$ cat src/rtl/phrm_pkg.sv
// Shared definitions for the partial horizontal row mirror.
// Holds register codes, widths, reset values and the structs that pass between modules.
// No dependencies.
package phrm_pkg;

    // Widths fixed by the register and field definitions.
    localparam int BYTE_W          = 8;
    localparam int ROW_WIDTH_W     = 11;
    localparam int IMAGE_HEIGHT_W  = 13;
    localparam int CHANNEL_COUNT_W = 3;
    localparam int MIRROR_LIMIT_W  = 12;
    localparam int CFG_DATA_W      = 13;
    localparam int CFG_ADDR_W      = 2;

    // Defaults for the top-level size parameters.
    localparam int DEF_MAX_WIDTH    = 1024;
    localparam int DEF_MAX_CHANNELS = 4;
    localparam int DEF_MAX_HEIGHT   = 4096;

    // Register reset values.
    localparam logic [ROW_WIDTH_W-1:0]     RST_ROW_WIDTH     = 11'd1024;
    localparam logic [IMAGE_HEIGHT_W-1:0]  RST_IMAGE_HEIGHT  = 13'd1024;
    localparam logic [CHANNEL_COUNT_W-1:0] RST_CHANNEL_COUNT = 3'd3;
    localparam logic [MIRROR_LIMIT_W-1:0]  RST_MIRROR_LIMIT  = 12'd0;

    // Output queue geometry.
    localparam int OFIFO_PTR_W = 2;
    localparam int OFIFO_DEPTH = 1 << OFIFO_PTR_W;
    localparam int OFIFO_CNT_W = OFIFO_PTR_W + 1;

    // Configuration register indexes.
    typedef enum logic [CFG_ADDR_W-1:0] {
        CFG_ROW_WIDTH     = 2'd0,
        CFG_IMAGE_HEIGHT  = 2'd1,
        CFG_CHANNEL_COUNT = 2'd2,
        CFG_MIRROR_LIMIT  = 2'd3
    } cfg_index_t;

    // Input kinds carried in tuser.
    localparam logic CMD_PIXEL = 1'b0;
    localparam logic CMD_DRAIN = 1'b1;

    typedef struct packed {
        logic [ROW_WIDTH_W-1:0]     row_width;
        logic [IMAGE_HEIGHT_W-1:0]  image_height;
        logic [CHANNEL_COUNT_W-1:0] channel_count;
        logic [MIRROR_LIMIT_W-1:0]  mirror_row_limit;
    } cfg_t;

    // Sideband of a row store read that yields one result.
    typedef struct packed {
        logic valid;
        logic row_end;
        logic frame_end;
    } rd_req_t;

    // One result as it waits in the output queue.
    typedef struct packed {
        logic              frame_end;
        logic              row_end;
        logic [BYTE_W-1:0] data;
    } out_item_t;

endpackage

$ cat src/rtl/phrm_ctrl.sv
// Row store controller: write and read positions, bank selection and address generation.
// Depends on phrm_pkg.
module phrm_ctrl #(
    parameter int MAX_WIDTH    = phrm_pkg::DEF_MAX_WIDTH,
    parameter int MAX_CHANNELS = phrm_pkg::DEF_MAX_CHANNELS,
    parameter int MAX_HEIGHT   = phrm_pkg::DEF_MAX_HEIGHT,
    localparam int BANK = MAX_WIDTH * MAX_CHANNELS,
    localparam int AW   = $clog2(2 * BANK)
) (
    input  logic                        aclk,
    input  logic                        aresetn,
    input  phrm_pkg::cfg_t              cfg,
    input  logic                        accept,
    input  logic                        cmd,
    input  logic [phrm_pkg::BYTE_W-1:0] pixel_byte,
    output logic                        ram_wr_en,
    output logic [AW-1:0]               ram_wr_addr,
    output logic [phrm_pkg::BYTE_W-1:0] ram_wr_data,
    output logic                        ram_rd_en,
    output logic [AW-1:0]               ram_rd_addr,
    output phrm_pkg::rd_req_t           rd_req
);

    localparam int WW  = $clog2(MAX_WIDTH + 1);
    localparam int PW  = $clog2(MAX_WIDTH);
    localparam int CHW = $clog2(MAX_CHANNELS + 1);
    localparam int CIW = (MAX_CHANNELS > 1) ? $clog2(MAX_CHANNELS) : 1;
    localparam int HW  = $clog2(MAX_HEIGHT + 1);
    localparam int RIW = (MAX_HEIGHT > 1) ? $clog2(MAX_HEIGHT) : 1;
    localparam int BW  = $clog2(BANK);
    localparam int RBW = $clog2(BANK + 1);
    localparam int WXW = (WW > phrm_pkg::ROW_WIDTH_W) ? WW : phrm_pkg::ROW_WIDTH_W;
    localparam int CXW = (CHW > phrm_pkg::CHANNEL_COUNT_W) ? CHW : phrm_pkg::CHANNEL_COUNT_W;
    localparam int HXW = (HW > phrm_pkg::IMAGE_HEIGHT_W) ? HW : phrm_pkg::IMAGE_HEIGHT_W;
    localparam int LXW = (RIW > phrm_pkg::MIRROR_LIMIT_W) ? RIW : phrm_pkg::MIRROR_LIMIT_W;

    // Position state.
    logic           write_bank_reg, write_bank_next;
    logic [BW-1:0]  write_position_reg, write_position_next;
    logic [RIW-1:0] write_row_reg, write_row_next;
    logic [PW-1:0]  read_pixel_reg, read_pixel_next;
    logic [CIW-1:0] read_channel_reg, read_channel_next;
    logic [RIW-1:0] read_row_reg, read_row_next;
    logic           row_ready_reg, row_ready_next;

    // Effective row shape after clamping the registers.
    logic [WXW-1:0] rw_x;
    logic [CXW-1:0] cc_x;
    logic [HXW-1:0] ih_x;
    logic [WW-1:0]  w_eff;
    logic [CHW-1:0] ch_eff;
    logic [HW-1:0]  h_eff;
    logic [PW-1:0]  p_max;
    logic [CIW-1:0] c_max;
    logic [RIW-1:0] h_max;
    logic [RBW-1:0] row_bytes;
    logic [BW-1:0]  pos_max;

    // Read side terms.
    logic [PW-1:0]  p;
    logic [CIW-1:0] c;
    logic [PW-1:0]  src;
    logic           mirror;
    logic           rd_last;
    logic           rd_fend;

    // Write side terms.
    logic [BW-1:0]  pos;
    logic           wr_row_done;
    logic           do_read;
    logic           do_write;

    // Clamp the row shape: zero acts as one, larger values saturate at the maxima.
    always_comb begin
        rw_x = WXW'(cfg.row_width);
        cc_x = CXW'(cfg.channel_count);
        ih_x = HXW'(cfg.image_height);
        if (rw_x == '0) begin
            w_eff = WW'(1);
        end else if (rw_x > WXW'(MAX_WIDTH)) begin
            w_eff = WW'(MAX_WIDTH);
        end else begin
            w_eff = WW'(rw_x);
        end
        if (cc_x == '0) begin
            ch_eff = CHW'(1);
        end else if (cc_x > CXW'(MAX_CHANNELS)) begin
            ch_eff = CHW'(MAX_CHANNELS);
        end else begin
            ch_eff = CHW'(cc_x);
        end
        if (ih_x == '0) begin
            h_eff = HW'(1);
        end else if (ih_x > HXW'(MAX_HEIGHT)) begin
            h_eff = HW'(MAX_HEIGHT);
        end else begin
            h_eff = HW'(ih_x);
        end
    end

    assign p_max     = PW'(w_eff - WW'(1));
    assign c_max     = CIW'(ch_eff - CHW'(1));
    assign h_max     = RIW'(h_eff - HW'(1));
    assign row_bytes = RBW'(w_eff) * RBW'(ch_eff);
    assign pos_max   = BW'(row_bytes - RBW'(1));

    // Read address: mirrored rows take the pixel from the far end of the row.
    always_comb begin
        p       = (read_pixel_reg < p_max) ? read_pixel_reg : p_max;
        c       = (read_channel_reg < c_max) ? read_channel_reg : c_max;
        mirror  = LXW'(read_row_reg) <= LXW'(cfg.mirror_row_limit);
        src     = mirror ? (p_max - p) : p;
        rd_last = (p == p_max) && (c == c_max);
        rd_fend = rd_last && (read_row_reg >= h_max);
    end

    assign ram_rd_addr = AW'(src) * AW'(ch_eff) + AW'(c)
                       + (write_bank_reg ? '0 : AW'(BANK));

    // Write address within the current bank.
    assign pos         = (write_position_reg < pos_max) ? write_position_reg : pos_max;
    assign wr_row_done = (pos == pos_max);
    assign ram_wr_addr = AW'(pos) + (write_bank_reg ? AW'(BANK) : '0);
    assign ram_wr_data = pixel_byte;

    assign do_read   = accept && row_ready_reg;
    assign do_write  = accept && (cmd == phrm_pkg::CMD_PIXEL);
    assign ram_rd_en = do_read;
    assign ram_wr_en = do_write;

    assign rd_req.valid     = do_read;
    assign rd_req.row_end   = rd_last;
    assign rd_req.frame_end = rd_fend;

    // Next-state logic; a finished write row overrides the read position update.
    always_comb begin
        write_bank_next     = write_bank_reg;
        write_position_next = write_position_reg;
        write_row_next      = write_row_reg;
        read_pixel_next     = read_pixel_reg;
        read_channel_next   = read_channel_reg;
        read_row_next       = read_row_reg;
        row_ready_next      = row_ready_reg;

        if (do_read) begin
            if (rd_last) begin
                row_ready_next    = 1'b0;
                read_pixel_next   = '0;
                read_channel_next = '0;
            end else if (c == c_max) begin
                read_channel_next = '0;
                read_pixel_next   = p + PW'(1);
            end else begin
                read_channel_next = c + CIW'(1);
                read_pixel_next   = p;
            end
        end

        if (do_write) begin
            if (wr_row_done) begin
                write_bank_next     = ~write_bank_reg;
                row_ready_next      = 1'b1;
                read_pixel_next     = '0;
                read_channel_next   = '0;
                read_row_next       = write_row_reg;
                write_position_next = '0;
                write_row_next      = (write_row_reg >= h_max) ? '0 : write_row_reg + RIW'(1);
            end else begin
                write_position_next = pos + BW'(1);
            end
        end
    end

    always_ff @(posedge aclk) begin
        if (!aresetn) begin
            write_bank_reg     <= 1'b0;
            write_position_reg <= '0;
            write_row_reg      <= '0;
            read_pixel_reg     <= '0;
            read_channel_reg   <= '0;
            read_row_reg       <= '0;
            row_ready_reg      <= 1'b0;
        end else begin
            write_bank_reg     <= write_bank_next;
            write_position_reg <= write_position_next;
            write_row_reg      <= write_row_next;
            read_pixel_reg     <= read_pixel_next;
            read_channel_reg   <= read_channel_next;
            read_row_reg       <= read_row_next;
            row_ready_reg      <= row_ready_next;
        end
    end

endmodule

$ cat config.mk
export PLATFORM = sky130hd
export DESIGN_NAME = phrm_ctrl
export DESIGN_NICKNAME = d
export VERILOG_FILES = /design/src/rtl/phrm_pkg.sv /design/src/rtl/phrm_ctrl.sv
export SDC_FILE = /design/constraint.sdc
export NUM_CORES = 1
export LEC_CHECK = 0
export BUFFER_PORTS_ARGS = -buffer_cell sky130_fd_sc_hd__buf_2
export CAP_MARGIN = 20
export CORE_ASPECT_RATIO = 1.4
export CORE_MARGIN = 2
export CORE_UTILIZATION = 30
export CTS_CLUSTER_SIZE = 28
export DETAILED_ROUTE_END_ITERATION = 8
export SYNTH_ARGS = -nofsm -noshare
export SYNTH_HDL_FRONTEND = slang
export SYNTH_SLANG_ARGS = --single-unit
$ cat constraint.sdc
create_clock -name aclk -period 39 [get_ports aclk]
set_input_delay 9.75 -clock aclk [delete_from_list [all_inputs] [get_ports aclk]]
set_output_delay 9.75 -clock aclk [all_outputs]
set_load 0.02 [all_outputs]
=== Word level (Yosys, flattened, before mapping) ===
Index checks and enable logic that the tools add are counted.

* Add/subtract/negate cells: 12
* Multiply operators: 2
* Bitwise gates (word level): 2
* Muxes and demuxes: 28
* Reductions and logical operators: 8
* Order comparisons: 9
* Eq/ne operators: 3

{| class="wikitable"
|+ Operators with widths
! kind !! count
|-
| $mux W10 || 7
|-
| $mux W12 || 5
|-
| $mux W13 || 2
|-
| $add A12 B1 Y12 const B || 2
|-
| $ge A12 B12 Y1 || 2
|-
| $sub A12 B1 Y12 const B || 2
|-
| $mux W11 || 2
|-
| $add A12 B13 Y13 || 1
|-
| $add A13 B13 Y13 || 1
|-
| $add A13 B2 Y13 || 1
|-
| $gt A13 B13 Y1 const B || 1
|-
| $logic_not A13 Y1 || 1
|-
| $mul A10 B3 Y13 || 1
|-
| $eq A12 B12 Y1 || 1
|-
| $le A12 B12 Y1 || 1
|-
| $lt A12 B12 Y1 || 1
|-
| $mul A11 B3 Y12 || 1
|-
| $mux W2 || 6
|-
| $gt A11 B11 Y1 const B || 1
|-
| $logic_not A11 Y1 || 1
|-
| $add A10 B1 Y10 const B || 1
|-
| $eq A10 B10 Y1 || 1
|-
| $lt A10 B10 Y1 || 1
|-
| $sub A10 B1 Y10 const B || 1
|-
| 12 further kinds || 20
|}

* Output and inout bits: 39
* Bits of input ports: 51
* Word-level logic and storage cells: 71
* Flip-flop bits (word level): 50

=== Logic depth before layout (Yosys ltp) ===
* Depth in word-level cells: 12
* Mapped depth: 42
* Mapped depth without buffers: 39

=== Worst setup path after synthesis ===
OpenSTA, ideal clock, no wires.

* Kind: in2out
* From: input port cfg[31] (netlist name)
* To: output port ram_rd_addr[12]
* Buffers on the path: 4
* Setup slack: 11793 ps
* Stages: 37
* Arrival: 17457 ps
* Path through: buf_6 > nor4_1 > a31oi_1 > or2_2 > ha_1 > clkbuf_1 > nor3b_1 > o21ai_0 > inv_1 > ha_1 > nand3_1 > o221a_2 > nor2b_1 > a2111o_1 > a31o_4 > buf_2 > buf_2 > o21ai_0 > ha_1 > a21o_1 > a21oi_1 > o41ai_4 > a21oi_4 > o21a_1 > o21ai_2 > nand4_2 > nor4b_1 > a2111o_1 > or3_1 > fa_1 > inv_1 > ha_1 > ha_1 > a21oi_1 > o21bai_1 > a21oi_1 > xnor2_1

* Longest elaborated chain between the ends: 11
* Elaborated cells on any way between the ends: 12
* Classes of those cells: add/sub: 4; mul: 1; order compare: 2; mux: 4; reduce/logical: 1

{| class="wikitable"
|+ Ends and longest elaborated chain
! what !! line !! source
|-
| start: declaration || phrm_ctrl.sv:12 || <nowiki>input phrm_pkg::cfg_t cfg,</nowiki>
|-
| $gt A11 B11 Y1 || phrm_ctrl.sv:80 || <nowiki>end else if (rw_x > WXW'(MAX_WIDTH)) begin</nowiki>
|-
| $mux W11 || phrm_ctrl.sv:80 ||
|-
| $mux W11 (*) || phrm_ctrl.sv:78 || <nowiki>if (rw_x == '0) begin</nowiki>
|-
| $sub A10 B1 Y10 (*) || phrm_ctrl.sv:101 || <nowiki>assign p_max = PW'(w_eff - WW'(1));</nowiki>
|-
| $lt A10 B10 Y1 || phrm_ctrl.sv:109 || <nowiki>p = (read_pixel_reg < p_max) ? read_pixel_reg : p_max;</nowiki>
|-
| $mux W10 || phrm_ctrl.sv:109 ||
|-
| $sub A10 B10 Y10 || phrm_ctrl.sv:112 || <nowiki>src = mirror ? (p_max - p) : p;</nowiki>
|-
| $mux W10 (*) || phrm_ctrl.sv:112 ||
|-
| $mul A10 B3 Y13 (*) || phrm_ctrl.sv:117 || <nowiki>assign ram_rd_addr = AW'(src) * AW'(ch_eff) + AW'(c)</nowiki>
|-
| $add A13 B2 Y13 (*) || phrm_ctrl.sv:117 ||
|-
| $add A13 B13 Y13 (*) || phrm_ctrl.sv:118 || <nowiki>+ (write_bank_reg ? '0 : AW'(BANK));</nowiki>
|-
| end: declaration || phrm_ctrl.sv:20 || <nowiki>output logic [AW-1:0] ram_rd_addr,</nowiki>
|}

Mark *: on every way between the ends. The rest lies on a longest branch, timed or not.

=== Worst setup path in the final report ===
* From: input port cfg[32] (netlist name)
* To: output port ram_rd_addr[12]

The elaborated chain is that of the path after synthesis.

==> metrics.md <==
| Metric | Value |
|---|---|
| Syn. warnings | `0` |
| Worst r2r src | `read_pixel_reg[3]` |
| Final GP Congestion | `~0.9` |
| IO Port Bufs | `73` |
| Clk_skew | `around 7.6 ps` |
| Worst hold start | `row_ready_reg` |
| Period minus WS final | `about 28000 ps` |
| GRT Total Usage | `roughly 15%` |
| Final core occ | `33.20%` |
| Drt wl/cell | `14.32 µm` |
| CTS tree | `built` |
| #FFs+latches synth | `50` |
| CTS Hold Bufs | `0` |
| Slew headroom | `around a third` |
| Pre-CTS setup slack | `between 10000 and 15000 ps` |
| Sink Count | `50` |
| Main synth FF type | `dfxtp_1` |
| Initial antenna violation count | `1` |
| RSZ-0062 raised after global routing | `no` |
| Max Slew Vio Count | `0` |
| Hold path cells | `2` |
| Number of core rows | `69` |
| Worst-Skew Late Latency | `300 ps` |
| Mapped Area | `roughly 7600 µm²` |
| Area delta synth->final | `9.582%` |
| Worst path slowest cell | `nor4_1` |
| Synth unique cells | `79` |
| H-tree Lvls | `2` |
| DRT Pass-1 Iters | `4` |
| Cell family with most CP delay | `compound AO/OA/AOI/OAI gates` |
| Num CTS Buffers | `5` |
| Final Hold Viols | `0` |
| Synthesized area per cell | `about 7.6 µm²` |
| Initial Util | `a little under a third` |
| Hold Crit Class | `reg -> reg` |
| Cells after Synth | `approximately 1000` |
| Final #Nets | `between 1000 and 1500` |
| IO Pins | `90` |
| WHS | `between 400 and 500 ps` |
| FF-to-FF path depth | `17` |
| Reg-to-reg endpoint | `read_pixel_reg[7]` |
| DRT Wirelength | `19550 µm` |
| First-pass GRT wire length | `32670 µm` |
| Hold path endpoint | `row_ready_reg` |
| Layout cell share with drive strength beyond 1 | `11.38%` |
| R2r setup slk | `between 30000 and 40000 ps` |
| Overflow after GRT | `0` |
| PD cells | `about 23 nW/µm²` |
| Setup_tns | `0 ps` |
| Top cells by area, synth | `ha_1 19%, dfxtp_1 13%, fa_1 5.0%` |
| LEAKAGE | `roughly 0.004 µW` |
| Crit path max fanout | `31` |
| Outcome | `finished clean` |
| Slack of the critical path | `between 10000 and 15000 ps` |
| ANT nets after route | `0` |
| Detailed Route Iter0 Violations | `420` |
| Top cell type's share of synthesized area | `between 10% and 20%` |
| CP Capture Type | `output port` |
| Post-CTS sizing | `0` |
| Commonest cells post-synth | `114 x ha_1, 95 x nor2_1, 90 x nand2_1` |
| Worst stage delay on the critical path | `approximately 620 ps` |
| Largest net degree at the start of global routing | `32` |
| Antenna diodes | `0` |
| Die Span Y | `just under 200 µm` |
| Period utilisation layout | `roughly 73%` |
| Routed wire length on met3 | `about 470 µm` |
| Fmax | `between 30 and 40 MHz` |
| HPWL after DPL | `around 16000 µm` |
| Placed cells | `roughly 1400` |
| Highest metal used | `met4` |
| Top-count cell post-synth | `ha_1` |
| VDD IR max | `about 0.00002 V` |
| Least-Margin Pin Slew | `approximately 1000 ps` |
| DR vias/cell | `5.105` |
| CTS clock-pin slew for the worst setup and hold paths | `around 70 ps` |
| Nature of the critical path startpoint | `input port` |
| Core outline area | `roughly 25000 µm²` |
| Area leader, netlist | `ha_1` |
| Sequential share of the synthesized area | `between 10% and 20%` |
| Final-report setup violation count | `0` |
| WS Path Type | `in -> out` |
| Asr flop ratio synth | `0%` |
| Wl on met1 | `between 8000 and 9000 µm` |
| Post-synth EDFFs | `0` |
| Area of the die | `between 20000 and 30000 µm²` |
| Worst EP required | `slightly below 30000 ps` |
| Met2 routed WL | `about 10000 µm` |
| Vias | `around 7000` |
| Post-CTS Setup Inserts | `0` |
| Count of buffer and inverter cells on the critical path | `4` |
| Vias in the first global route | `6925` |
| CP Data Arrival Time | `between 15000 and 20000 ps` |
| Die width | `between 100 and 150 µm` |
| Root Buffer | `clkbuf_16` |
| DRC viols | `0` |
| Non-Filler Instances | `roughly 1400` |
| Max_cap viols | `0` |
| Clock tree buffer depth | `2` |
| Syn_nets | `1189` |
## metrics by stage
| step | cell area (µm²) | power (µW) |
|---|---|---|
| after global routing | 8371 | 208.0 |
| after global placement | 8217 | 144.2 |
| after detailed placement | 8217 | 145.5 |
| final | 8371 | 191.7 |
| after floorplan | 7639 | 124.3 |
| after CTS | 8371 | 194.8 |
## how the worst max path moves through the flow
stage | endpoint | depth (start not counted) | slack (ps) | startpoint
2_1_floorplan | ram_rd_addr[12] | 37 | 11790 | cfg[31]
3_3_place_gp | ram_rd_addr[12] | 38 | 10830 | cfg[32]
3_5_place_dp | ram_rd_addr[12] | 38 | 10510 | cfg[32]
4_1_cts | ram_rd_addr[12] | 38 | 10490 | cfg[32]
5_1_grt | ram_rd_addr[12] | 38 | 9510 | cfg[32]
6_report | ram_rd_addr[12] | 38 | 10540 | cfg[32]
## layout by cell type (no fill, tap or decap), types with 5 or more instances in the layout
cell type and n:
ha_1 114, nor2_1 95, nand2_1 90, inv_1 87, buf_2 73, a21oi_1 62, dfxtp_1 50, o21ai_0 47
xnor2_1 42, a21o_1 39, nand3_1 32, nor2b_1 27, nor3_1 26, xor2_1 26, fa_1 19, a21boi_0 15
nand2b_1 12, and2_1 12, nor4_1 10, nand4_1 10, mux2i_1 10, a22oi_1 10, mux2_2 10, a31oi_1 8
o21bai_1 8, a211oi_1 6, nor3b_1 6, or3_1 6, nand3b_1 6, o21a_1 6, buf_4 6, or2_2 5
clkbuf_16 5
## kinds of logic after synthesis
family	synth area share, %
compound gates	21.79
xor+xnor	8.403
fa+ha+maj	23.78
buf+inv	7.404
flops	13.10
mux	2.785
simple gates	22.74
## where the power goes
part,total (µW),switching [µW],internal (µW)
registers,51.3,0.169,51.1
clock network,47.3,22.8,24.6
logic,93.1,55.6,37.4
## area by class of cell
type,instances,area [µm²]
multi-input cells,820,6072
fillers,2744,16840
well taps,319,399.1
clock buffers,5,125.1
inverters,89,334.1
clock inverters,3,28.78
repair buffers,79,410.4
flip-flops and latches,50,1001
## routing by layer
layer	up-vias	GRT usage (%)
met5	-	0
met4	0	5.828
met3	32	1.216
met2	101	29.01
met1	3251	15.70
li1	3584	-
## worst register-to-register path: cells and delay by family, from the launching register on
family | cells | cell delay, ps
AOI/OAI and AO/OA | 7 | 1840
adders and majority gates | 2 | 750
buffers and inverters | 1 | 180
DFF | 1 | 740
and+or+nand+nor | 7 | 1450
No activity file was read; power rests on OpenSTA's default activity.
