$ cat config.mk
export PLATFORM = sky130hd
export DESIGN_NAME = phrm_ofifo
export DESIGN_NICKNAME = d
export VERILOG_FILES = /design/src/rtl/phrm_pkg.sv /design/src/rtl/phrm_ofifo.sv
export SDC_FILE = /design/constraint.sdc
export NUM_CORES = 1
export LEC_CHECK = 0
export ABC_AREA = 1
export ABC_CLOCK_PERIOD_IN_PS = 2000
export BUFFER_PORTS_ARGS = -buffer_cell sky130_fd_sc_hd__buf_2
export CAP_MARGIN = 25
export CORE_MARGIN = 10
export CORE_UTILIZATION = 43
export DETAILED_ROUTE_END_ITERATION = 8
export GPL_ROUTABILITY_DRIVEN = 0
export PLACE_DENSITY_LB_ADDON = 0.1
export SLEW_MARGIN = 20
export SYNTH_ARGS = -nofsm -noshare
export SYNTH_HDL_FRONTEND = slang
export SYNTH_SLANG_ARGS = --single-unit
$ cat constraint.sdc
create_clock -name aclk -period 2 [get_ports aclk]
set_input_delay 0.1 -clock aclk [delete_from_list [all_inputs] [get_ports aclk]]
set_output_delay 0.1 -clock aclk [all_outputs]
set_load 0.01 [all_outputs]
$ cat src/rtl/phrm_pkg.sv
// Shared definitions for the partial horizontal row mirror.
// Holds register codes, widths, reset values and the structs that pass between modules.
// No dependencies.
package phrm_pkg;

    // Widths fixed by the register and field definitions.
    localparam int BYTE_W          = 8;
    localparam int ROW_WIDTH_W     = 11;
    localparam int IMAGE_HEIGHT_W  = 13;
    localparam int CHANNEL_COUNT_W = 3;
    localparam int MIRROR_LIMIT_W  = 12;
    localparam int CFG_DATA_W      = 13;
    localparam int CFG_ADDR_W      = 2;

    // Defaults for the top-level size parameters.
    localparam int DEF_MAX_WIDTH    = 1024;
    localparam int DEF_MAX_CHANNELS = 4;
    localparam int DEF_MAX_HEIGHT   = 4096;

    // Register reset values.
    localparam logic [ROW_WIDTH_W-1:0]     RST_ROW_WIDTH     = 11'd1024;
    localparam logic [IMAGE_HEIGHT_W-1:0]  RST_IMAGE_HEIGHT  = 13'd1024;
    localparam logic [CHANNEL_COUNT_W-1:0] RST_CHANNEL_COUNT = 3'd3;
    localparam logic [MIRROR_LIMIT_W-1:0]  RST_MIRROR_LIMIT  = 12'd0;

    // Output queue geometry.
    localparam int OFIFO_PTR_W = 2;
    localparam int OFIFO_DEPTH = 1 << OFIFO_PTR_W;
    localparam int OFIFO_CNT_W = OFIFO_PTR_W + 1;

    // Configuration register indexes.
    typedef enum logic [CFG_ADDR_W-1:0] {
        CFG_ROW_WIDTH     = 2'd0,
        CFG_IMAGE_HEIGHT  = 2'd1,
        CFG_CHANNEL_COUNT = 2'd2,
        CFG_MIRROR_LIMIT  = 2'd3
    } cfg_index_t;

    // Input kinds carried in tuser.
    localparam logic CMD_PIXEL = 1'b0;
    localparam logic CMD_DRAIN = 1'b1;

    typedef struct packed {
        logic [ROW_WIDTH_W-1:0]     row_width;
        logic [IMAGE_HEIGHT_W-1:0]  image_height;
        logic [CHANNEL_COUNT_W-1:0] channel_count;
        logic [MIRROR_LIMIT_W-1:0]  mirror_row_limit;
    } cfg_t;

    // Sideband of a row store read that yields one result.
    typedef struct packed {
        logic valid;
        logic row_end;
        logic frame_end;
    } rd_req_t;

    // One result as it waits in the output queue.
    typedef struct packed {
        logic              frame_end;
        logic              row_end;
        logic [BYTE_W-1:0] data;
    } out_item_t;

endpackage

$ cat src/rtl/phrm_ofifo.sv
// Small output queue that decouples the row store read from the result channel.
// Depends on phrm_pkg.
module phrm_ofifo (
    input  logic                             aclk,
    input  logic                             aresetn,
    input  logic                             push,
    input  phrm_pkg::out_item_t              push_item,
    input  logic                             pop,
    output phrm_pkg::out_item_t              head,
    output logic [phrm_pkg::OFIFO_CNT_W-1:0] count
);

    phrm_pkg::out_item_t                entry_reg [phrm_pkg::OFIFO_DEPTH];
    logic [phrm_pkg::OFIFO_PTR_W-1:0]   wr_ptr_reg, wr_ptr_next;
    logic [phrm_pkg::OFIFO_PTR_W-1:0]   rd_ptr_reg, rd_ptr_next;
    logic [phrm_pkg::OFIFO_CNT_W-1:0]   count_reg, count_next;

    // Pointer and fill count update.
    always_comb begin
        wr_ptr_next = push ? wr_ptr_reg + phrm_pkg::OFIFO_PTR_W'(1) : wr_ptr_reg;
        rd_ptr_next = pop ? rd_ptr_reg + phrm_pkg::OFIFO_PTR_W'(1) : rd_ptr_reg;
        count_next  = count_reg;
        if (push && !pop) begin
            count_next = count_reg + phrm_pkg::OFIFO_CNT_W'(1);
        end else if (pop && !push) begin
            count_next = count_reg - phrm_pkg::OFIFO_CNT_W'(1);
        end
    end

    always_ff @(posedge aclk) begin
        if (!aresetn) begin
            wr_ptr_reg <= '0;
            rd_ptr_reg <= '0;
            count_reg  <= '0;
        end else begin
            wr_ptr_reg <= wr_ptr_next;
            rd_ptr_reg <= rd_ptr_next;
            count_reg  <= count_next;
        end
    end

    // Entry storage needs no reset.
    always_ff @(posedge aclk) begin
        if (push) begin
            entry_reg[wr_ptr_reg] <= push_item;
        end
    end

    assign head  = entry_reg[rd_ptr_reg];
    assign count = count_reg;

endmodule

Word-level counts from Yosys, hierarchy flattened
Memories as Yosys holds them, arrays and structs flattened. A register that Yosys moved wholly into a read port is not among the register bits. Cells that the tools add are included.

Divide/modulo/power cells: 0. Add/sub/neg operators: 4. Eq/ne operators: 0. Order comparisons: 0. Bitwise operators: 0. Shift operators: 0. Muxes and demuxes: 6. $mul: 0. Reductions and logical operators: 5.

Operators with widths (count): $mux 3 (2); $add 2x1->2 const B (2); $mux 2 (2); $add 3x1->3 const B (1); $sub 3x1->3 const B (1); $logic_and 1x1->1 (2); $logic_not 1->1 (2); $mux 1 (2); $reduce_bool 2->1 (1).

Bits in read-only memories: 0. Input bits: 14. Latch bits: 0. Output and inout port bits: 13. Bits in writable memories: 40. Memories kept: 1. Word-level logic and storage cells: 19. Bits in registers: 7.

Memory list: entry_reg (depth 4, bits a word 10, read ports 1, clocked after memory_dff 1, write ports 1, line phrm_ofifo.sv:13) `phrm_pkg::out_item_t entry_reg [phrm_pkg::OFIFO_DEPTH];`.

Longest topological paths before layout
Gate-level depths: netlist of the first run.

Depth after elaboration: 4. Mapped depth: 10. Mapped depth without buffers: 10.

Least setup slack after synthesis of the first run
OpenSTA, ideal clock, no wires.

Path type: register to register. From: register count_reg (netlist bit count[0]). To: register count_reg (netlist bit count[2]). Cell stages (with the launch flop): 8. Path buffers: 0. Period minus slack after synthesis: 1.179 ns. Library setup time: 0.110 ns. Setup slack: 0.821 ns. Required time: 1.890 ns. Data arrival time: 1.069 ns. Cell sequence: dfxtp_1 > fa_1 > inv_1 > nand2_1 > nand3_1 > nand2_1 > inv_1 > nor2_1.

Cells in the longest elaborated chain, start to end: 3. Elaborated cells between the ends (all ways): 4. Classes of those cells: add/sub: 2; mux: 2.

RTL lines: from (decl) (line phrm_ofifo.sv:16) `logic [phrm_pkg::OFIFO_CNT_W-1:0] count_reg, count_next;`; from (signal assigned) (line phrm_ofifo.sv:38) `count_reg <= count_next;`; $sub 3x1->3 (line phrm_ofifo.sv:26) `count_next = count_reg - phrm_pkg::OFIFO_CNT_W'(1);`; $mux 3 (line phrm_ofifo.sv:25) `end else if (pop && !push) begin`; $mux 3 (*) (line phrm_ofifo.sv:23) `if (push && !pop) begin`.

Every way passes the cells marked *; elsewhere a longest branch is shown, timed or not. The select of a mux whose other input is x is not followed. A chain may end at the register's enable or synchronous reset.

==> flow_summary_export.csv, run 1 <==
group,metric,value,unit
critical_path,reg2reg_to,"entry_reg[0][1]",
power_and_ir_drop,p_seq_frac,0.591,
power_and_ir_drop,total_power,0.00199,W
critical_path,cp-start-kind,"register",
sta,fin_skew,0.0129,ns
yosys,ys_types,20,
critical_path,ff2ff_setup_slack,0.63,ns
yosys,syn-mean-instance-area,12.7,µm²
worst_hold_path,worstHoldPathCells,1,
power_and_ir_drop,power.share.switching,0.250,
finish,regArea,1380,µm²
critical_path,cp_max_fo,20,
sta,period_minus_slack,1.62,ns
floorplan,start_util,0.445,
sta,min_period_over_period,0.809,
power_and_ir_drop,ir_drop,0.000465,V
floorplan,core,4380,µm²
yosys,syn_inst,153,
clock_network,clock_sinks,49,
clock_network,root_buffer,"clkbuf_8",
critical_path,cp-end-kind,"output pin",
sta,setup_violations,0,
floorplan,die_h,87.3,µm
finish,drive_gt1_frac,0.231,
worst_hold_path,hold_path_class,"input pin to register",
global_routing,antenna_found_initial,0,
floorplan,die_w,87.3,µm
power_and_ir_drop,comb_power_share,0.117,
placed_design,dp.final_hpwl,2.61,mm
route,vias,1219,
sta,whs,0.00892,ns
placed_design,portBuffers,26,
route,wl_per_cell,15.4,µm
sta,relSlewSlack,0.667,
route,viasPerCell,5.12,
route,first_iter_violations,74,
finish,fill_cells,393,
yosys,ys_ff_latch,49,
global_routing,grt_pass1_wl,6.13,mm
critical_path,required,1.90,ns
floorplan,rows,24,
sta,hold_viol,0,
route,drtAntennaViolNets,0,
power_and_ir_drop,powerDensity,896,nW/µm²
critical_path,timing.rr.start,"wr_ptr_reg[0]",
finish,layout.nets,205,
finish,largest_reg_flops,40,
power_and_ir_drop,p_int,0.00150,W
sta,worstMarginPinSlew,0.500,ns
route,drcViolationCount,0,
power_and_ir_drop,power.clock.fraction,0.292,
finish,diodes,0,
sta,maxSlewViolCount,0,
route,drt-total-wl,3.66,mm
yosys,synth_area,1950,µm²
critical_path,crit_type,"register to output pin",
route,first_pass_iters,4,
global_routing,grt_pass1_vias,1332,
yosys,syn-num-nets,173,
global_routing,grt_max_degree,21,
global_routing,grt_usage,0.103,
critical_path,arrival,1.52,ns
clock_network,cts_made_buffers,5,
critical_path,reg2reg_depth,4,
critical_path,worstSetupEndpoint,"head[5]",
finish,syn2layout_area_growth,14.2,%
clock_network,insertion_delay,0.30,ns
finish,final_core_util,0.508,
yosys,yosys_warnings,0,
run,cap_violations,0,
global_routing,grt_overflow,0,
sta,fmax,618,MHz
power_and_ir_drop,leakagePower,0.882,nW
floorplan,ios,27,
clock_network,clkTransAtPathRegs,0.10,ns
clock_network,cts_tree,"built",
sta,grt_setup_unrepaired,"false",
outcome,status,"finished clean",
placed_design,preCtsSetupSlack,0.608,ns
sta,fin_tns_setup,0,ns
power_and_ir_drop,p_sw,0.000498,W
clock_network,clk_path_buf_depth,2,
clock_network,cts-htree-levels,2,
floorplan,dieArea,7630,µm²
sta,worst_slack,0.381,ns
yosys,yosysSeqAreaShare,0.709,
finish,multiInputGateArea,458,µm²
-- critical path, cell delays in order, from the launching register on --
cell and delay [ns]:
dfxtp_1 0.52, inv_2 0.25, o21ai_1 0.21, o22ai_1 0.09, buf_2 0.14
-- metrics by stage --
stage / cell area (µm²) / cells
global placement: 2110 / 228
detailed placement: 2110 / 228
CTS: 2220 / 237
global route: 2230 / 238
floorplan: 1950 / 153
finish: 2230 / 238
-- synth_stat cells, drive strengths merged --
master | count | area, µm²
nand3 | 1 | 5.00
o22ai | 10 | 68.8
edfxtp | 40 | 1200
inv | 17 | 63.8
nor2 | 25 | 96.4
nand2 | 9 | 33.8
ha | 5 | 62.6
dfxtp | 9 | 180
o21ai | 26 | 145
buf | 5 | 46.3
a21oi | 4 | 20.0
nand4 | 1 | 6.26
fa | 1 | 20.0
-- how the worst min path moves through the flow --
stage | end | slack, ns | start
floorplan | entry_reg[0][0] | 0.20 | push_item[0]
global placement | entry_reg[0][6] | 0.32 | push_item[6]
detailed placement | entry_reg[3][2] | 0.32 | push_item[2]
CTS | entry_reg[2][4] | 0.00006 | push_item[4]
global route | entry_reg[2][4] | 0.002 | push_item[4]
finish | entry_reg[2][4] | 0.009 | push_item[4]
-- cell usage in the layout (no fill, tap or decap), types with 2 or more instances in the layout --
cell / netlist / layout
dlygate4sd3_1: 0 / 2
ha_1: 5 / 5
o21ai_0: 6 / 6
o22ai_1: 9 / 9
o21ai_2: 4 / 4
dfxtp_1: 9 / 9
nor2_1: 24 / 24
clkbuf_8: 0 / 5
nand2_1: 9 / 9
edfxtp_1: 40 / 40
o21ai_1: 16 / 16
buf_4: 1 / 2
buf_2: 1 / 26
a21oi_1: 4 / 4
inv_1: 16 / 16
-- routing by layer --
layer,global-route usage,wire length [µm],up-vias
li1,-,-,600
met4,0.0348,48,0
met3,0.0506,265,6
met1,0.104,1440,592
met2,0.181,1910,21
met5,0,0,-
-- logic make-up (layout without fill, tap and decap cells) --
kind of cell	count (synthesis)	in the layout	share of synthesized area
adders and majority gates	6	6	0.0424
and+or+nand+nor	36	36	0.0725
AOI/OAI and AO/OA	40	40	0.120
buffers and inverters	22	55	0.0565
DFF	49	49	0.709
-- what timing repair did --
action	4_1_cts	5_1_grt
setup buffers	0	0
gates resized for setup	0	0
hold endpoints to repair	4	1
hold buffers	1	1
-- cell type report --
class	instances	area share
Timing Repair Buffer	30	0.0742
Clock buffer	5	0.0309
Sequential cell	49	0.621
Clock inverter	3	0.0107
Tap cell	52	0.0292
Multi-Input combinational cell	82	0.206
Inverter	17	0.0287
-- power groups by stage --
stage / clock network (W) / logic [W] / registers (W)
floorplan: 0 / 0.000147 / 0.00120
global placement: 0 / 0.000230 / 0.00120
detailed placement: 0 / 0.000237 / 0.00120
CTS: 0.000598 / 0.000239 / 0.00118
global route: 0.000641 / 0.000269 / 0.00119
finish: 0.000582 / 0.000234 / 0.00118
Note: power is estimated with default switching activity, not from simulation.
==> run 2: changes to the inputs <==
--- a/config.mk
+++ b/config.mk
@@ -5,8 +5,8 @@
 export SDC_FILE = /design/constraint.sdc
 export NUM_CORES = 1
 export LEC_CHECK = 0
-export ABC_AREA = 1
-export ABC_CLOCK_PERIOD_IN_PS = 2000
+export ABC_AREA = 0
+export ABC_CLOCK_PERIOD_IN_PS = 1400
 export BUFFER_PORTS_ARGS = -buffer_cell sky130_fd_sc_hd__buf_2
 export CAP_MARGIN = 25
 export CORE_MARGIN = 10
==> constraint.sdc (replaced) <==
create_clock -name aclk -period 1.4 [get_ports aclk]
set_input_delay 0.07 -clock aclk [delete_from_list [all_inputs] [get_ports aclk]]
set_output_delay 0.07 -clock aclk [all_outputs]
set_load 0.01 [all_outputs]
==> run 2 against run 1 <==
The flow now finishes with violations (setup timing); hold slack better by 0.074 ns; die area is 2.9% lower; critical path depth is 1 lower; sequential cell count stayed put; setup slack worse by 0.53 ns; combinational power is 100% higher; sequential share of layout area is 5.0 points lower; synthesized cell count is 39% lower; global-route usage is 0.68 points lower; core utilization is 8.3 points higher; total power is 60% higher; critical path type unchanged; critical endpoint is now head[0].
==> flow_summary_export.csv, run 2 <==
group,metric,value,unit
outcome,status,"finished, violations left",
outcome,violations,"setup timing",
clock_network,cts_tree,"built",
power_and_ir_drop,powerDensity,1310,nW/µm²
critical_path,cp-end-kind,"output pin",
critical_path,crit_type,"register to output pin",
floorplan,start_util,0.456,
floorplan,core,4120,µm²
yosys,synth_area,1880,µm²
yosys,yosys.area.top_type,"edfxtp_1",
sta,setup_violations,10,
critical_path,cp_num_buf_inv,2,
sta,fin_tns_setup,-1.30,ns
critical_path,path_delay_family,"multiplexers",
placed_design,dp.final_hpwl,2.23,mm
yosys,yosys_warnings,0,
power_and_ir_drop,p_int,0.00252,W
route,wl_per_cell,17.0,µm
global_routing,antenna_found_initial,0,
global_routing,grt_pass1_wl,5.42,mm
critical_path,cp_max_fo,5,
power_and_ir_drop,comb_power_share,0.148,
finish,final_cell_mix,"edfxtp_1 (40), buf_2 (20), mux4_2 (10), dlygate4sd3_1 (10)",
sta,fmax,646,MHz
yosys,synthTopCellsByArea,"edfxtp_1 (64%), mux4_2 (12%), dfxtp_1 (9.6%)",
route,drcViolationCount,0,
sta,worst_slack,-0.147,ns
power_and_ir_drop,p_seq_frac,0.534,
power_and_ir_drop,ir_drop,0.000778,V
critical_path,arrival,1.48,ns
clock_network,clock_sinks,49,
run,cap_violations,0,
yosys,synth.top_cells.by_count,"edfxtp_1 (40), mux4_2 (10), and2_1 (9), dfxtp_1 (9), ha_1 (5)",
finish,largest_reg_flops,40,
route,drtAntennaViolNets,0,
finish,diodes,0,
yosys,synth-edff-count,40,
clock_network,insertion_delay,0.29,ns
power_and_ir_drop,power.clock.fraction,0.319,
sta,fin_skew,0.00530,ns
route,first_pass_iters,3,
floorplan,die_w,86.0,µm
route,drt-total-wl,3.30,mm
critical_path,cp_cell_sequence,"buf_12 -> mux4_2 -> buf_6",
clock_network,cts-htree-levels,2,
yosys,syn_inst,93,
yosys,syn-num-nets,113,
yosys,async_flop_share,0,
finish,layout.nets,163,
power_and_ir_drop,total_power,0.00319,W
sta,min_period_over_period,1.10,
route,first_iter_violations,78,
yosys,syn-mean-instance-area,20.2,µm²
sta,worstMarginPinSlew,0.308,ns
placed_design,portBuffers,26,
finish,fill_cells,313,
power_and_ir_drop,p_sw,0.000678,W
global_routing,grt_overflow,0,
critical_path,slowest_stage,"mux4_2",
yosys,ys_types,17,
yosys,yosysSeqAreaShare,0.736,
floorplan,rows,23,
critical_path,required,1.33,ns
placed_design,place_inst,174,
clock_network,root_buffer,"clkbuf_8",
finish,final_cells,194,
floorplan,die_h,86.0,µm
critical_path,critPathMaxStageDelay,0.51,ns
finish,final_common_cell,"edfxtp_1",
global_routing,grt_pass1_vias,1061,
critical_path,cp-start-kind,"register",
sta,period_minus_slack,1.55,ns
floorplan,dieArea,7400,µm²
worst_hold_path,worstHoldPathCells,2,
clock_network,cts_made_buffers,5,
yosys,ys_ff_latch,49,
clock_network,clk_path_buf_depth,2,
finish,syn2layout_area_growth,29.6,%
critical_path,reg2reg_depth,4,
finish,drive_gt1_frac,0.410,
sta,hold_viol,0,
sta,maxSlewViolCount,0,
global_routing,grt_max_degree,15,
floorplan,ios,27,
route,viasPerCell,5.01,
power_and_ir_drop,leakagePower,0.902,nW
sta,relSlewSlack,0.795,
placed_design,preCtsSetupSlack,-0.0819,ns
power_and_ir_drop,power.share.switching,0.212,
yosys,synth_ff_type,"edfxtp_1",
sta,grt_setup_unrepaired,"true",
global_routing,grt_usage,0.0966,
clock_network,clkTransAtPathRegs,0.08,ns
critical_path,crit_cells,3,
worst_hold_path,hold_path_class,"input pin to register",
yosys,yosysMostFrequentCell,"edfxtp_1",
critical_path,ff2ff_setup_slack,0.02,ns
yosys,synth_top_cell_area_share,0.640,
route,vias,971,
-- run 2: cell count changes after synthesis, sizes merged, moves of 2 or more --
cell / before / now
mux2i: 0 / 2
inv: 17 / 4
a21oi: 4 / 0
buf: 5 / 1
nand2: 9 / 1
o21ai: 26 / 1
nor2: 25 / 0
xor2: 0 / 3
o22ai: 10 / 0
nor2b: 0 / 2
mux4: 0 / 10
and2: 0 / 9
xnor2: 0 / 2
-- run 2: worst paths after layout --
check / start / endpoint
worst min register to register: count[2] / count[2]
worst max-delay path: register / head[0]
worst min-delay path: aresetn / rd_ptr_reg[0]
worst max register to register: count[1] / count[2]
-- run 2: power groups by stage --
stage	combinational [W]	clock [W]	sequential [W]
2_1_floorplan	0.000227	0	0.00174
3_3_place_gp	0.000388	0	0.00173
3_5_place_dp	0.000401	0	0.00174
4_1_cts	0.000485	0.00105	0.00171
5_1_grt	0.000522	0.00112	0.00171
6_report	0.000472	0.00102	0.00170
-- run 2: per-layer routing --
layer | up-vias | global-route usage | routed length (µm)
met4 | 0 | 0.0359 | 34
li1 | 455 | - | -
met2 | 18 | 0.158 | 1690
met3 | 5 | 0.0407 | 158
met5 | - | 0 | 0
met1 | 493 | 0.110 | 1420
-- run 2: repair_timing --
action                     in CTS  in global routing
gates resized for setup        12                  1
hold buffers                   10                  0
gates cloned                    1                  0
setup endpoints to repair      41                 11
pin swaps                       1                  3
hold endpoints to repair       40                  0
setup buffers                   1                  0
-- run 2: per-stage QoR --
stage	hold WS, ns	utilization	cell area [µm²]
after floorplan	0.169	-	1880
after global placement	0.283	0.518	2130
after detailed placement	0.290	0.518	2130
after CTS	0.0747	0.590	2430
after global routing	0.0765	0.591	2430
final	0.0832	0.591	2430
-- run 2: cell families (layout without fill, tap and decap cells) --
| family | count (synthesis) | in the layout | synth area share |
|---|---|---|---|
| flops | 49 | 49 | 0.736 |
| simple gates | 13 | 13 | 0.0420 |
| mux | 12 | 12 | 0.131 |
| fa+ha+maj | 6 | 6 | 0.0440 |
| buf+inv | 6 | 57 | 0.0167 |
| xor+xnor | 5 | 5 | 0.0234 |
| compound gates | 2 | 2 | 0.00667 |
-- run 2: worst reg2reg max path, cell delays in order (launching register included) --
cell and delay, ns:
dfxtp_2 0.34, fa_2 0.36, xor2_1 0.16, or3_1 0.31, a21boi_1 0.15
-- run 2: area by class of cell --
type                       instances  area [µm²]  share of cell area
timing repair buffer              45         380               0.156
inverter                           4        15.0             0.00618
clock inverter                     1        30.0              0.0124
tap                               50        62.6              0.0257
sequential                        49        1390               0.571
multi-input combinational         38         469               0.193
clock buffer                       7        86.3              0.0355
==> run 3: changes to the inputs <==
--- a/config.mk
+++ b/config.mk
@@ -14,6 +14,7 @@
 export DETAILED_ROUTE_END_ITERATION = 8
 export GPL_ROUTABILITY_DRIVEN = 0
 export PLACE_DENSITY_LB_ADDON = 0.1
+export RECOVER_POWER = 50
 export SLEW_MARGIN = 20
 export SYNTH_ARGS = -nofsm -noshare
 export SYNTH_HDL_FRONTEND = slang
==> run 3 against run 2 <==
Maximum frequency about the same; final cell count unchanged; cell area down 0.57%; clock skew about the same; critical path depth unchanged; core utilization down 0.33 points; the run still ends with setup timing left; routed wire length down 0.30%; critical path type unchanged; die area unchanged.
==> flow_summary_export.csv, run 3 (synthesized netlist as in run 2, its figures left out) <==
group,metric,value,unit
sta,setup_violations,10,
floorplan,die_h,86.0,µm
global_routing,grt_pass1_vias,1061,
critical_path,cp_max_fo,5,
sta,hold_viol,0,
power_and_ir_drop,powerDensity,1320,nW/µm²
placed_design,portBuffers,26,
clock_network,root_buffer,"clkbuf_8",
critical_path,slowest_stage,"mux4_2",
global_routing,antenna_found_initial,0,
finish,drive_gt1_frac,0.333,
power_and_ir_drop,power.clock.fraction,0.319,
route,first_pass_iters,4,
floorplan,die_w,86.0,µm
floorplan,rows,23,
power_and_ir_drop,total_power,0.00319,W
route,viasPerCell,5.03,
critical_path,ff2ff_setup_slack,0.02,ns
power_and_ir_drop,power.share.switching,0.213,
route,drcViolationCount,0,
power_and_ir_drop,leakagePower,0.873,nW
global_routing,grt_usage,0.0966,
sta,fin_skew,0.00531,ns
critical_path,crit_type,"register to output pin",
outcome,violations,"setup timing",
sta,fmax,646,MHz
critical_path,arrival,1.48,ns
clock_network,clock_sinks,49,
floorplan,core,4120,µm²
critical_path,cp_cell_sequence,"buf_12 -> mux4_2 -> buf_6",
power_and_ir_drop,p_seq_frac,0.534,
worst_hold_path,hold_path_class,"input pin to register",
route,wl_per_cell,16.9,µm
placed_design,preCtsSetupSlack,-0.0819,ns
clock_network,clkTransAtPathRegs,0.08,ns
sta,relSlewSlack,0.794,
placed_design,place_inst,174,
sta,period_minus_slack,1.55,ns
global_routing,grt_overflow,0,
sta,worst_slack,-0.147,ns
clock_network,cts-htree-levels,2,
floorplan,ios,27,
critical_path,critPathMaxStageDelay,0.51,ns
power_and_ir_drop,p_int,0.00251,W
route,vias,975,
floorplan,start_util,0.456,
clock_network,insertion_delay,0.29,ns
sta,maxSlewViolCount,0,
finish,final_cells,194,
finish,syn2layout_area_growth,28.9,%
critical_path,cp-start-kind,"register",
power_and_ir_drop,comb_power_share,0.147,
power_and_ir_drop,p_sw,0.000679,W
finish,final_common_cell,"edfxtp_1",
sta,grt_setup_unrepaired,"true",
placed_design,dp.final_hpwl,2.23,mm
sta,min_period_over_period,1.10,
clock_network,clk_path_buf_depth,2,
route,drt-total-wl,3.29,mm
finish,fill_cells,317,
outcome,status,"finished, violations left",
finish,final_cell_mix,"edfxtp_1 (40), clkbuf_1 (11), mux4_2 (10), dlygate4sd3_1 (10), buf_2 (10)",
power_and_ir_drop,ir_drop,0.000776,V
route,drtAntennaViolNets,0,
critical_path,cp-end-kind,"output pin",
global_routing,grt_max_degree,15,
route,first_iter_violations,79,
finish,largest_reg_flops,40,
clock_network,cts_tree,"built",
clock_network,cts_made_buffers,5,
floorplan,dieArea,7400,µm²
sta,worstMarginPinSlew,0.309,ns
global_routing,grt_pass1_wl,5.42,mm
critical_path,required,1.33,ns
finish,diodes,0,
finish,layout.nets,163,
run,cap_violations,0,
## run 3: changes by cell type in the layout (fill, tap and decap cells not counted), sizes merged
cell / previous run / this run
buf: 35 / 25
clkbuf: 7 / 17
## run 3: area by class of cell
type / instances / area, µm² / share of cell area
Inverter: 4 / 15.0 / 0.00621
Clock buffer: 7 / 86.3 / 0.0357
Sequential cell: 49 / 1390 / 0.573
Tap cell: 50 / 62.6 / 0.0259
Multi-Input combinational cell: 38 / 469 / 0.194
Timing Repair Buffer: 45 / 368 / 0.152
Clock inverter: 1 / 30.0 / 0.0124
## run 3: metal layers
metal,vias to the layer above,part of all wire,GRT usage
met2,20,0.51,0.158
li1,455,-,-
met3,5,0.049,0.0407
met5,-,0,0
met1,495,0.43,0.110
met4,0,0.010,0.0359
## run 3: worst max-delay path, delay by kind of cell (launching register included)
kind / cells / cell delay [ns]
buffers and inverters: 2 / 0.27
muxes: 1 / 0.51
DFF: 1 / 0.40
## run 3: what timing repair did
action,CTS,global route
setup buffers,1,0
hold buffers,10,0
hold endpoints to repair,40,0
resized for setup,12,1
pin swaps,1,3
gates cloned,1,0
endpoints found under the setup margin,41,11
## run 3: through the flow
step                      setup TNS, ns  area [µm²]  utilization  hold WS (ns)
after floorplan                       0        1880            -         0.169
after global placement                0        2130        0.518         0.283
after detailed placement         -0.873        2130        0.518         0.290
after CTS                         -1.53        2430        0.590        0.0747
after global routing              -1.95        2420        0.587        0.0771
final                             -1.30        2420        0.587        0.0820
## run 3: path summary, 6_finish.rpt
check,from,depth (start not counted),endpoint
max reg2reg,count[1],4,count[2]
min,aresetn,2,register
min reg2reg,count[2],2,count[2]
max,register,3,head[0]
## run 3: power groups by stage
stage	Clock, W	Sequential (W)	Combinational, W
CTS	0.00105	0.00171	0.000485
global placement	0	0.00173	0.000388
finish	0.00102	0.00170	0.000467
floorplan	0	0.00174	0.000227
detailed placement	0	0.00174	0.000401
global route	0.00112	0.00171	0.000518
